==> src/design/utf8_decode_accent_fold_assert.svh <==
// Assertion macros for the UTF-8 decoder with accent folding.
// Included by the modules that check their own logic; no other dependencies.
`ifndef UTF8_DECODE_ACCENT_FOLD_ASSERT_SVH
`define UTF8_DECODE_ACCENT_FOLD_ASSERT_SVH

`ifndef SYNTHESIS
// Property must hold at every clock edge outside reset.
`define UDAF_ASSERT(lbl, clk, rstn, prop) \
    lbl: assert property (@(posedge clk) disable iff (!rstn) prop) \
        else $error("udaf assertion failed");
// Expression must never be true outside reset.
`define UDAF_NEVER(lbl, clk, rstn, expr) \
    lbl: assert property (@(posedge clk) disable iff (!rstn) !(expr)) \
        else $error("udaf forbidden condition seen");
`else
`define UDAF_ASSERT(lbl, clk, rstn, prop)
`define UDAF_NEVER(lbl, clk, rstn, expr)
`endif

`endif

==> src/design/udaf_pkg.sv <==
// Shared types, constants and folding functions for the UTF-8 decoder.
// No dependencies; imported by every module of the block.
package udaf_pkg;

    // Code-point counter width, capped so the count fits the 16-bit port
    localparam int COUNT_BITS = 16;
    localparam int CNT_W      = (COUNT_BITS < 16) ? COUNT_BITS : 16;

    // Job queue between the front and back ends
    localparam int Q_DEPTH = 4;
    localparam int Q_PTR_W = $clog2(Q_DEPTH);
    localparam int Q_CNT_W = $clog2(Q_DEPTH + 1);

    // Byte classes
    localparam logic [7:0] LEAD2_MIN = 8'hC2;
    localparam logic [7:0] LEAD3_MIN = 8'hE0;
    localparam logic [7:0] LEAD3_MAX = 8'hEF;
    localparam logic [7:0] CONT_MASK = 8'hC0;
    localparam logic [7:0] CONT_TAG  = 8'h80;
    localparam logic [7:0] NUL_BYTE  = 8'h00;

    // Special code points
    localparam logic [15:0] RIGHT_QUOTE = 16'h2019;
    localparam logic [15:0] APOSTROPHE  = 16'h0027;

    // Accent classes
    localparam logic [2:0] ACC_NONE       = 3'd0;
    localparam logic [2:0] ACC_ACUTE      = 3'd1;
    localparam logic [2:0] ACC_GRAVE      = 3'd2;
    localparam logic [2:0] ACC_CIRCUMFLEX = 3'd3;
    localparam logic [2:0] ACC_DIAERESIS  = 3'd4;
    localparam logic [2:0] ACC_CEDILLA    = 3'd5;

    // One result to produce: a code point, or the terminator
    typedef struct packed {
        logic [15:0] cp;
        logic        term;
    } slot_t;

    // All results caused by one input byte (num is 1..3)
    typedef struct packed {
        logic [1:0]  num;
        slot_t [2:0] slots;
    } job_t;

    // Front to queue push
    typedef struct packed {
        logic valid;
        job_t job;
    } push_t;

    function automatic logic is_cont(input logic [7:0] b);
        return (b & CONT_MASK) == CONT_TAG;
    endfunction

    // Uppercase, accent-stripped base letter
    function automatic logic [15:0] fold_base(input logic [15:0] c);
        logic [15:0] r;
        r = c;
        if (c >= 16'h0061 && c <= 16'h007A) begin
            r = c - 16'd32;
        end else begin
            case (c)
                16'h00C0, 16'h00E0, 16'h00C2, 16'h00E2: r = 16'h0041;
                16'h00C7, 16'h00E7: r = 16'h0043;
                16'h00C8, 16'h00E8, 16'h00C9, 16'h00E9,
                16'h00CA, 16'h00EA, 16'h00CB, 16'h00EB: r = 16'h0045;
                16'h00CE, 16'h00EE, 16'h00CF, 16'h00EF: r = 16'h0049;
                16'h00D4, 16'h00F4: r = 16'h004F;
                16'h00D9, 16'h00F9, 16'h00DB, 16'h00FB,
                16'h00DC, 16'h00FC: r = 16'h0055;
                RIGHT_QUOTE: r = APOSTROPHE;
                default: r = c;
            endcase
        end
        return r;
    endfunction

    // French accent class of a code point
    function automatic logic [2:0] fold_accent(input logic [15:0] c);
        logic [2:0] r;
        case (c)
            16'h00C9, 16'h00E9: r = ACC_ACUTE;
            16'h00C0, 16'h00E0, 16'h00C8, 16'h00E8,
            16'h00D9, 16'h00F9: r = ACC_GRAVE;
            16'h00C2, 16'h00E2, 16'h00CA, 16'h00EA, 16'h00CE, 16'h00EE,
            16'h00D4, 16'h00F4, 16'h00DB, 16'h00FB: r = ACC_CIRCUMFLEX;
            16'h00CB, 16'h00EB, 16'h00CF, 16'h00EF,
            16'h00DC, 16'h00FC: r = ACC_DIAERESIS;
            16'h00C7, 16'h00E7: r = ACC_CEDILLA;
            default: r = ACC_NONE;
        endcase
        return r;
    endfunction

endpackage

==> src/design/udaf_front.sv <==
// Front end: accepts bytes, tracks the pending UTF-8 sequence and turns each
// byte into a job of up to three results. Depends on udaf_pkg.
module udaf_front
    import udaf_pkg::*;
(
    input  logic       aclk,
    input  logic       aresetn,
    input  logic       s_valid,
    output logic       s_ready,
    input  logic [7:0] s_byte_in,
    input  logic       q_full,
    output push_t      push
);

    logic [7:0] lead_reg, lead_next;
    logic [7:0] cont_reg, cont_next;
    logic [1:0] pcnt_reg, pcnt_next;

    logic       accept;
    logic       fr_emit;
    logic       fr_hold;
    slot_t      fr_slot;
    slot_t      lead_slot;
    slot_t      cont_slot;
    job_t       job;

    assign s_ready = !q_full;
    assign accept  = s_valid && s_ready;

    // Byte handled with nothing held
    always_comb begin
        fr_slot.cp   = {8'h00, s_byte_in};
        fr_slot.term = (s_byte_in == NUL_BYTE);
        fr_hold      = (s_byte_in >= LEAD2_MIN) && (s_byte_in <= LEAD3_MAX);
        fr_emit      = !fr_hold;
    end

    assign lead_slot = '{cp: {8'h00, lead_reg}, term: 1'b0};
    assign cont_slot = '{cp: {8'h00, cont_reg}, term: 1'b0};

    // Sequence tracking and job build
    always_comb begin
        lead_next = lead_reg;
        cont_next = cont_reg;
        pcnt_next = pcnt_reg;
        job       = '0;
        case (pcnt_reg)
            2'd1: begin
                if (is_cont(s_byte_in) && lead_reg < LEAD3_MIN) begin
                    job.num            = 2'd1;
                    job.slots[0].cp    = {5'd0, lead_reg[4:0], s_byte_in[5:0]};
                    pcnt_next          = 2'd0;
                end else if (is_cont(s_byte_in)) begin
                    cont_next          = s_byte_in;
                    pcnt_next          = 2'd2;
                end else begin
                    job.num      = fr_emit ? 2'd2 : 2'd1;
                    job.slots[0] = lead_slot;
                    job.slots[1] = fr_slot;
                    pcnt_next    = fr_hold ? 2'd1 : 2'd0;
                    lead_next    = fr_hold ? s_byte_in : lead_reg;
                end
            end
            2'd2: begin
                if (is_cont(s_byte_in)) begin
                    job.num         = 2'd1;
                    job.slots[0].cp = {lead_reg[3:0], cont_reg[5:0], s_byte_in[5:0]};
                    pcnt_next       = 2'd0;
                end else begin
                    job.num      = fr_emit ? 2'd3 : 2'd2;
                    job.slots[0] = lead_slot;
                    job.slots[1] = cont_slot;
                    job.slots[2] = fr_slot;
                    pcnt_next    = fr_hold ? 2'd1 : 2'd0;
                    lead_next    = fr_hold ? s_byte_in : lead_reg;
                end
            end
            default: begin
                job.num      = fr_emit ? 2'd1 : 2'd0;
                job.slots[0] = fr_slot;
                pcnt_next    = fr_hold ? 2'd1 : 2'd0;
                lead_next    = fr_hold ? s_byte_in : lead_reg;
            end
        endcase
    end

    assign push.valid = accept && (job.num != 2'd0);
    assign push.job   = job;

    // Pending sequence state
    always_ff @(posedge aclk) begin
        if (!aresetn) begin
            lead_reg <= '0;
            cont_reg <= '0;
            pcnt_reg <= '0;
        end else if (accept) begin
            lead_reg <= lead_next;
            cont_reg <= cont_next;
            pcnt_reg <= pcnt_next;
        end
    end

endmodule

==> src/design/udaf_queue.sv <==
// Short job queue that decouples the front and back ends.
// Depends on udaf_pkg and the assertion macro header.
`include "utf8_decode_accent_fold_assert.svh"
module udaf_queue
    import udaf_pkg::*;
(
    input  logic  aclk,
    input  logic  aresetn,
    input  push_t push,
    output logic  full,
    output logic  head_valid,
    output job_t  head_job,
    input  logic  pop
);

    job_t               mem_reg [Q_DEPTH];
    logic [Q_PTR_W-1:0] wr_ptr_reg;
    logic [Q_PTR_W-1:0] rd_ptr_reg;
    logic [Q_CNT_W-1:0] cnt_reg;

    assign full       = (cnt_reg == Q_CNT_W'(Q_DEPTH));
    assign head_valid = (cnt_reg != '0);
    assign head_job   = mem_reg[rd_ptr_reg];

    // Storage
    always_ff @(posedge aclk) begin
        if (push.valid) begin
            mem_reg[wr_ptr_reg] <= push.job;
        end
    end

    // Pointers and fill count
    always_ff @(posedge aclk) begin
        if (!aresetn) begin
            wr_ptr_reg <= '0;
            rd_ptr_reg <= '0;
            cnt_reg    <= '0;
        end else begin
            if (push.valid) wr_ptr_reg <= wr_ptr_reg + 1'b1;
            if (pop)        rd_ptr_reg <= rd_ptr_reg + 1'b1;
            case ({push.valid, pop})
                2'b10:   cnt_reg <= cnt_reg + 1'b1;
                2'b01:   cnt_reg <= cnt_reg - 1'b1;
                default: cnt_reg <= cnt_reg;
            endcase
        end
    end

    `UDAF_NEVER(q_no_overflow, aclk, aresetn, push.valid && full)
    `UDAF_NEVER(q_no_underflow, aclk, aresetn, pop && !head_valid)
    `UDAF_ASSERT(q_head_nonempty_job, aclk, aresetn, head_valid |-> head_job.num != 2'd0)

endmodule

==> src/design/udaf_back.sv <==
// Back end: emits job results one per cycle unless stalled, folds accents,
// keeps the code-point count. Depends on udaf_pkg and the assertion header.
`include "utf8_decode_accent_fold_assert.svh"
module udaf_back
    import udaf_pkg::*;
(
    input  logic        aclk,
    input  logic        aresetn,
    input  logic        head_valid,
    input  job_t        head_job,
    output logic        pop,
    output logic        m_valid,
    input  logic        m_ready,
    output logic [15:0] m_code_point,
    output logic [15:0] m_base_char,
    output logic [2:0]  m_accent_class,
    output logic        m_is_terminator,
    output logic [15:0] m_char_count,
    output logic        m_last_result
);

    logic [1:0]       idx_reg;
    logic [CNT_W-1:0] count_reg;
    logic             valid_reg;
    logic [15:0]      cp_reg;
    logic [15:0]      base_reg;
    logic [2:0]       acc_reg;
    logic             term_reg;
    logic [15:0]      ccnt_reg;
    logic             last_reg;

    logic  load;
    logic  is_last;
    slot_t cur;

    assign load    = head_valid && (!valid_reg || m_ready);
    assign cur     = head_job.slots[idx_reg];
    assign is_last = (idx_reg == head_job.num - 2'd1);
    assign pop     = load && is_last;

    // Slot index and running count
    always_ff @(posedge aclk) begin
        if (!aresetn) begin
            idx_reg   <= '0;
            count_reg <= '0;
            valid_reg <= 1'b0;
        end else begin
            if (load) begin
                idx_reg <= is_last ? 2'd0 : idx_reg + 2'd1;
                if (cur.term) begin
                    count_reg <= '0;
                end else if (count_reg != '1) begin
                    count_reg <= count_reg + 1'b1;
                end
                valid_reg <= 1'b1;
            end else if (m_ready) begin
                valid_reg <= 1'b0;
            end
        end
    end

    // Output register
    always_ff @(posedge aclk) begin
        if (load) begin
            cp_reg   <= cur.cp;
            base_reg <= fold_base(cur.cp);
            acc_reg  <= fold_accent(cur.cp);
            term_reg <= cur.term;
            ccnt_reg <= cur.term ? 16'(count_reg) : 16'd0;
            last_reg <= is_last;
        end
    end

    assign m_valid         = valid_reg;
    assign m_code_point    = cp_reg;
    assign m_base_char     = base_reg;
    assign m_accent_class  = acc_reg;
    assign m_is_terminator = term_reg;
    assign m_char_count    = ccnt_reg;
    assign m_last_result   = last_reg;

    `UDAF_ASSERT(b_term_is_last, aclk, aresetn, m_valid && m_is_terminator |-> m_last_result)
    `UDAF_ASSERT(b_count_only_on_term, aclk, aresetn, m_valid && !m_is_terminator |-> m_char_count == 16'd0)
    `UDAF_ASSERT(b_count_cleared_after_term, aclk, aresetn, load && cur.term |=> count_reg == '0)

endmodule

==> src/design/utf8_decode_accent_fold.sv <==
// Streaming UTF-8 decoder (one to three byte sequences) with French accent
// folding. One byte is accepted per cycle while the four-entry job queue
// between the front end and the result stage has room; the result stage
// delivers one result per cycle while m_ready does not stall it, and a byte
// releases at most three results. A result passes through the job queue and
// then the output register of the result stage before it is valid on m_.
// A zero byte flushes any held bytes and yields a terminator carrying the
// saturating code-point count.
// Depends on udaf_pkg, udaf_front, udaf_queue and udaf_back.
module utf8_decode_accent_fold
    import udaf_pkg::*;
(
    input  logic        aclk,
    input  logic        aresetn,
    input  logic        s_valid,
    output logic        s_ready,
    input  logic [7:0]  s_byte_in,
    output logic        m_valid,
    input  logic        m_ready,
    output logic [15:0] m_code_point,
    output logic [15:0] m_base_char,
    output logic [2:0]  m_accent_class,
    output logic        m_is_terminator,
    output logic [15:0] m_char_count,
    output logic        m_last_result
);

    push_t push;
    logic  q_full;
    logic  head_valid;
    job_t  head_job;
    logic  pop;

    udaf_front u_front (
        .aclk      (aclk),
        .aresetn   (aresetn),
        .s_valid   (s_valid),
        .s_ready   (s_ready),
        .s_byte_in (s_byte_in),
        .q_full    (q_full),
        .push      (push)
    );

    udaf_queue u_queue (
        .aclk       (aclk),
        .aresetn    (aresetn),
        .push       (push),
        .full       (q_full),
        .head_valid (head_valid),
        .head_job   (head_job),
        .pop        (pop)
    );

    udaf_back u_back (
        .aclk            (aclk),
        .aresetn         (aresetn),
        .head_valid      (head_valid),
        .head_job        (head_job),
        .pop             (pop),
        .m_valid         (m_valid),
        .m_ready         (m_ready),
        .m_code_point    (m_code_point),
        .m_base_char     (m_base_char),
        .m_accent_class  (m_accent_class),
        .m_is_terminator (m_is_terminator),
        .m_char_count    (m_char_count),
        .m_last_result   (m_last_result)
    );

endmodule

==> config.mk <==
export PLATFORM = sky130hd
export DESIGN_NAME = utf8_decode_accent_fold
export DESIGN_NICKNAME = d
export VERILOG_FILES = /design/src/design/udaf_pkg.sv /design/src/design/udaf_front.sv /design/src/design/udaf_queue.sv /design/src/design/udaf_back.sv /design/src/design/utf8_decode_accent_fold.sv
export VERILOG_INCLUDE_DIRS = /design/src /design/src/design
export SDC_FILE = /design/constraint.sdc
export NUM_CORES = 1
export LEC_CHECK = 0
export BUFFER_PORTS_ARGS = -buffer_cell sky130_fd_sc_hd__buf_2
export CORE_MARGIN = 5
export CORE_UTILIZATION = 35
export CTS_BUF_LIST = sky130_fd_sc_hd__clkbuf_8
export CTS_CLUSTER_SIZE = 24
export DETAILED_ROUTE_END_ITERATION = 8
export MAX_ROUTING_LAYER = met4
export PLACE_DENSITY = 0.61
export SYNTH_ARGS = -nofsm -noshare
export SYNTH_HDL_FRONTEND = slang
export SYNTH_SLANG_ARGS = --single-unit
==> constraint.sdc <==
create_clock -name aclk -period 3.7 [get_ports aclk]
set_input_delay 0.555 -clock aclk [delete_from_list [all_inputs] [get_ports aclk]]
set_output_delay 0.555 -clock aclk [all_outputs]
set_load 0.05 [all_outputs]
# Word-level counts from Yosys, hierarchy flattened
# Memory sizes are Yosys's and may differ from the RTL's. A register that Yosys moved wholly into a read port is not among the register bits.
# Index checks and enable logic that the tools add are counted.
[classes]
addsub = 8
n_lt_le_gt_ge = 6
n_eq_ne = 36
muxes = 40
bitwise = 1
n_reduce_logical = 29
[ops]
columns = ["cell", "count"]
rows = [
  ["== test 16 x 8 -> 1 bit, second input constant", 26],
  ["case mux 16 bit (7 select lines)", 1],
  ["two-way mux 16 bit", 5],
  ["case mux 17 bit (2 select lines)", 2],
  ["two-way mux 26 bit", 2],
  ["binary-select mux 17 bit (select 2 bit)", 1],
  ["two-way mux 17 bit", 2],
  ["two-way mux 8 bit", 3],
  ["two-way mux 2 bit", 10],
  ["OR reduction 6 bit", 3],
  ["adder 16 x 1 -> 16 bit, second input constant", 1],
  ["== test 16 x 14 -> 1 bit, second input constant", 1],
  [">= comparator 16 x 7 -> 1 bit, second input constant", 1],
  ["less-or-equal comparator 16 x 7 -> 1 bit, second input constant", 1],
  ["inequality test 16 bit, second input constant", 1],
  ["case mux 8 bit (2 select lines)", 1],
  ["subtractor 16 x 6 -> 16 bit, second input constant", 1],
  ["case mux 3 bit (5 select lines)", 1],
  ["OR reduction 10 bit", 1],
  ["two-way mux 9 bit", 1],
  [">= comparator 8 bit, second input constant", 1],
  ["less-or-equal comparator 8 bit, second input constant", 1],
  ["logical NOT 8 bit", 1],
  ["< comparator 8 bit, second input constant", 1],
  ["other kinds (24)", 51],
]
[totals]
ff_bits = 97
ram_bits = 212
inputBits = 12
out_inout_bits = 55
word_cells = 136
memories = 1
[mem_list]
columns = ["name", "depth", "width", "rd", "rd_clocked_by_memory_dff", "write_ports", "line_no", "source"]
rows = [
  ["u_queue.mem_reg", 4, 53, 1, 1, 1, "udaf_queue.sv:16", "job_t mem_reg [Q_DEPTH];"],
]

# Longest topological paths before layout
[depth]
depth_word = 10
depth_mapped = 13
depth_no_buf = 13

# Cells and area by module
# From an unflattened synthesis, not the netlist that was laid out.
[unflattened]
hier_cells = 820
hier_area_um2 = 13150.1
[by_module_without_submodules]
columns = ["module", "instances", "cells_per_inst", "area_each_um2", "seq_area_each_um2"]
rows = [
  ["udaf_queue", 1, 323, 8162.8, 6546.3],
  ["udaf_back", 1, 317, 3604.7, 1971.9],
  ["udaf_front", 1, 180, 1382.6, 360.3],
]

# Worst setup path after synthesis
# No wires, ideal clock.
[synth_timing]
path_type = "input to register"
from = "input port m_ready"
to = "register u_queue.cnt_reg[2]"
setup_time_ns = 0.076
t_arrival_ns = 3.398
required_ns = 3.624
path_slack_ns = 0.227
cell_stages = 10
n_path_buf = 0
cell_sequence = "inv_1 > a21o_1 > inv_1 > and2_1 > ha_1 > inv_1 > fa_1 > xor2_1 > or3_1 > a21boi_0"
[synth_between]
elab_chain_cells = 5
[synth_rtl]
columns = ["item", "line_no", "source"]
rows = [
  ["start, declared", "utf8_decode_accent_fold.sv:19", "input logic m_ready,"],
  ["logical OR 1 bit *", "udaf_back.sv:36", "assign load = head_valid && (!valid_reg || m_ready);"],
  ["logical AND 1 bit *", "udaf_back.sv:36", ""],
  ["via u_back.load", "udaf_back.sv:32", "logic load;"],
  ["logical AND 1 bit *", "udaf_back.sv:39", "assign pop = load && is_last;"],
  ["via pop", "utf8_decode_accent_fold.sv:32", "logic pop;"],
  ["== test 2 x 1 -> 1 bit or == test 2 bit (tied branches)", "udaf_queue.sv:41", "case ({push.valid, pop})"],
  ["case mux 3 bit (2 select lines) or nonzero test 2 bit (tied branches)", "n/a", ""],
  ["end signal, assigned", "udaf_queue.sv:42", "2'b10: cnt_reg <= cnt_reg + 1'b1;"],
  ["end signal, assigned", "udaf_queue.sv:43", "2'b01: cnt_reg <= cnt_reg - 1'b1;"],
  ["end signal, assigned", "udaf_queue.sv:44", "default: cnt_reg <= cnt_reg;"],
  ["end, declared", "udaf_queue.sv:19", "logic [Q_CNT_W-1:0] cnt_reg;"],
]
# The timed path passes the listed nets; every way through them passes the cells marked *.
# A chain may end at the register's enable or synchronous reset.

==> summary.md <==
| Metric | Value |
|---|---|
| GR Util All Layers | `13.6%` |
| Post-CTS Hold Fix Bufs | `0` |
| Sequential area share after synthesis | `66.4%` |
| Vias | `6194` |
| Min-delay src | `m_ready` |
| Vias per std cell | `4.98` |
| Area growth syn-to-layout | `15.7%` |
| WP data required | `3.97 ns` |
| YS warnings | `0` |
| EDFF count, synth | `201` |
| Clock transition at path regs | `0.06 ns` |
| Final antenna-violating net count | `0` |
| Num Clock Sinks | `247` |
| Main synth FF type | `edfxtp_1` |
| Leakage power | `4.34 nW` |
| Initial Utilization | `35.4%` |
| Crit path time final | `3.17 ns` |
| Worst-Margin Slew | `1.16 ns` |
| Clk Latency, worst-skew pair | `0.56 ns` |
| Maxcap violations | `0` |
| Fraction of layout cells with a size suffix above 1 | `21.5%` |
| Worst clock skew | `0.0260 ns` |
| Core region area | `0.0296 sq mm` |
| Chip Height | `183 microns` |
| Async set-reset flop share out of synthesis | `0%` |
| Initial antenna violation count | `3` |
| Max Slew Vio Count | `0` |
| Startpoint type of the worst setup path | `flop` |
| Critical path class | `flop to flop` |
| Setup TNS Final | `0 ns` |
| Fillers | `2767` |
| CP max FO | `10` |
| Largest net degree at the start of global routing | `57` |
| Drt total wl | `21900 microns` |
| Clock Path Buffers | `3` |
| First-pass GRT wire length | `35100 microns` |
| Capturing element type of the critical path | `flop` |
| Final count of negative-setup-slack endpoints | `0` |
| Dpl ws | `0.381 ns` |
| Peak supply drop | `0.319 mV` |
| Clock Tree Root | `clkbuf_8` |
| Final setup margin | `0.533 ns` |
| Gpl congestion | `0.850` |
| Drt first pass iters | `5` |
| Mean post-synth cell area | `14.6 sq um` |
| Final net count | `840` |
| Most common cell after layout, fill and taps aside | `edfxtp_1` |
| Rows | `63` |
| Setup Fix Bufs, Post-CTS | `0` |
| RSZ-0062 raised after global routing | `false` |
| WL per Instance | `17.6 microns` |
| Number of distinct library cells after synthesis | `64` |
| CTS tree | `done` |
| Critical Path Most Common Cell | `buf_4` |
| Max incr delay on CP | `0.61 ns` |
| Mapped Cells | `720` |
| Chip width | `183 microns` |
| Synth Cell Area | `0.0105 sq mm` |
| Htree depth | `2` |
| Fmax | `316 MHz` |
| Num CTS Buffers | `41` |
| DIE AREA | `0.0335 sq mm` |
| Final Hold Viols | `0` |
| Final period util | `85.6%` |
| Pwr Total | `0.00996 W` |
| Syn_nets | `742` |
| Status | `finished clean` |
| Drc violations | `0` |
| PostCTS Resize Cnt | `0` |
| Starting DRT DRC Count | `540` |
| Hold Path Class | `primary input to flop` |
| Hpwl dp | `14100 microns` |
| Port Buf Inserts | `66` |
| I/O pin count | `67` |
| Commonest non-fill, non-tap cells in the layout | `201 x edfxtp_1, 66 x buf_2, 50 x nand2_1` |
| Number of flip-flops in the largest register | `148` |
| GRT Residual Overflow | `0` |
| Vias in the first global route | `6305` |
| Slew headroom | `22.6%` |
| Register bit total from synthesis | `247` |
| Critical path's slowest cell | `mux4_1` |
| Critical Path AT | `3.44 ns` |
| Crit-path cells | `buf_4 -> buf_4 -> mux4_1 -> nor4_2 -> nand3b_1 -> or4_4 -> nor4_4 -> or2_1 -> o211ai_1` |
| Final hold slack | `0.289 ns` |
| Pwr per Cell Area | `821 mW/mm^2` |
worst paths after layout:
check,endpoint,slack [ns],cells after the start
worst max-delay path,u_back.m_base_char[3],0.53,9
worst max register to register,u_back.m_base_char[3],0.53,9
worst min-delay path,u_back.m_valid,0.29,4
worst min register to register,u_front.cont_reg[7],0.47,2
routing by layer:
| metal | global-route usage, % | wire (microns) | vias to the layer above |
|---|---|---|---|
| met1 | 17.2 | 9550 | 3049 |
| met4 | 4.35 | 417 | 0 |
| met2 | 21.7 | 10500 | 180 |
| li1 | - | - | 2927 |
| met5 | - | 0 | - |
| met3 | 3.21 | 1510 | 38 |
power breakdown:
group	leakage, nW	internal [W]	total [W]	switching (W)
logic	1.56	0.00110	0.00388	0.00279
registers	2.31	0.00371	0.00387	0.000160
clock network	0.474	0.00114	0.00221	0.00106
critical path: cells and delay by family (launching register included):
kind | cells | cell delay (ns)
buf+inv | 2 | 0.47
compound gates | 1 | 0.09
mux | 1 | 0.61
simple gates | 5 | 1.33
flops | 1 | 0.37
synth_stat cells (11+ instances only):
library cell	n	share of area, %
nand2_1	50	1.8
dfxtp_1	46	8.8
and3_1	11	0.66
a22oi_1	12	0.86
clkbuf_1	18	0.64
edfxtp_1	201	58
mux4_1	13	3.3
nor3_1	16	0.76
mux4_2	24	5.2
and2_1	48	2.9
nand3_1	12	0.57
xnor2_1	18	1.5
a21oi_1	22	1.1
mux2i_1	15	1.4
o21ai_0	16	0.76
nor2_1	40	1.4
nor2b_1	20	1.2
inv_1	25	0.90
through the flow:
step	util, %	cell area (sq um)	cells
after floorplan	-	10500	720
after global placement	38.3	11400	1165
after detailed placement	38.3	11400	1165
after CTS	40.9	12100	1241
after global routing	40.9	12100	1244
final	40.9	12100	1244
cells by family (layout without fill, tap and decap cells):
group	count (synthesis)	in the layout	synth area share, %
adders and majority gates	10	10	1.27
other	0	3	0
muxes	52	52	9.85
xor gates and xnor gates	20	20	1.67
DFF	247	247	66.4
and+or+nand+nor	233	233	11.9
buffers and inverters	62	193	2.76
AOI/OAI and AO/OA	96	96	6.22
area by class of cell:
cell class	instances	area, sq um	area share [%]
tap	390	488	4.02
sequential	247	6960	57.4
clock buffer	42	578	4.77
multi-input combinational	411	3240	26.7
timing repair buffer	89	566	4.66
clock inverter	34	184	1.52
inverter	28	105	0.867
antenna	3	7.51	0.0619
Power figures use the tool's default switching activity.
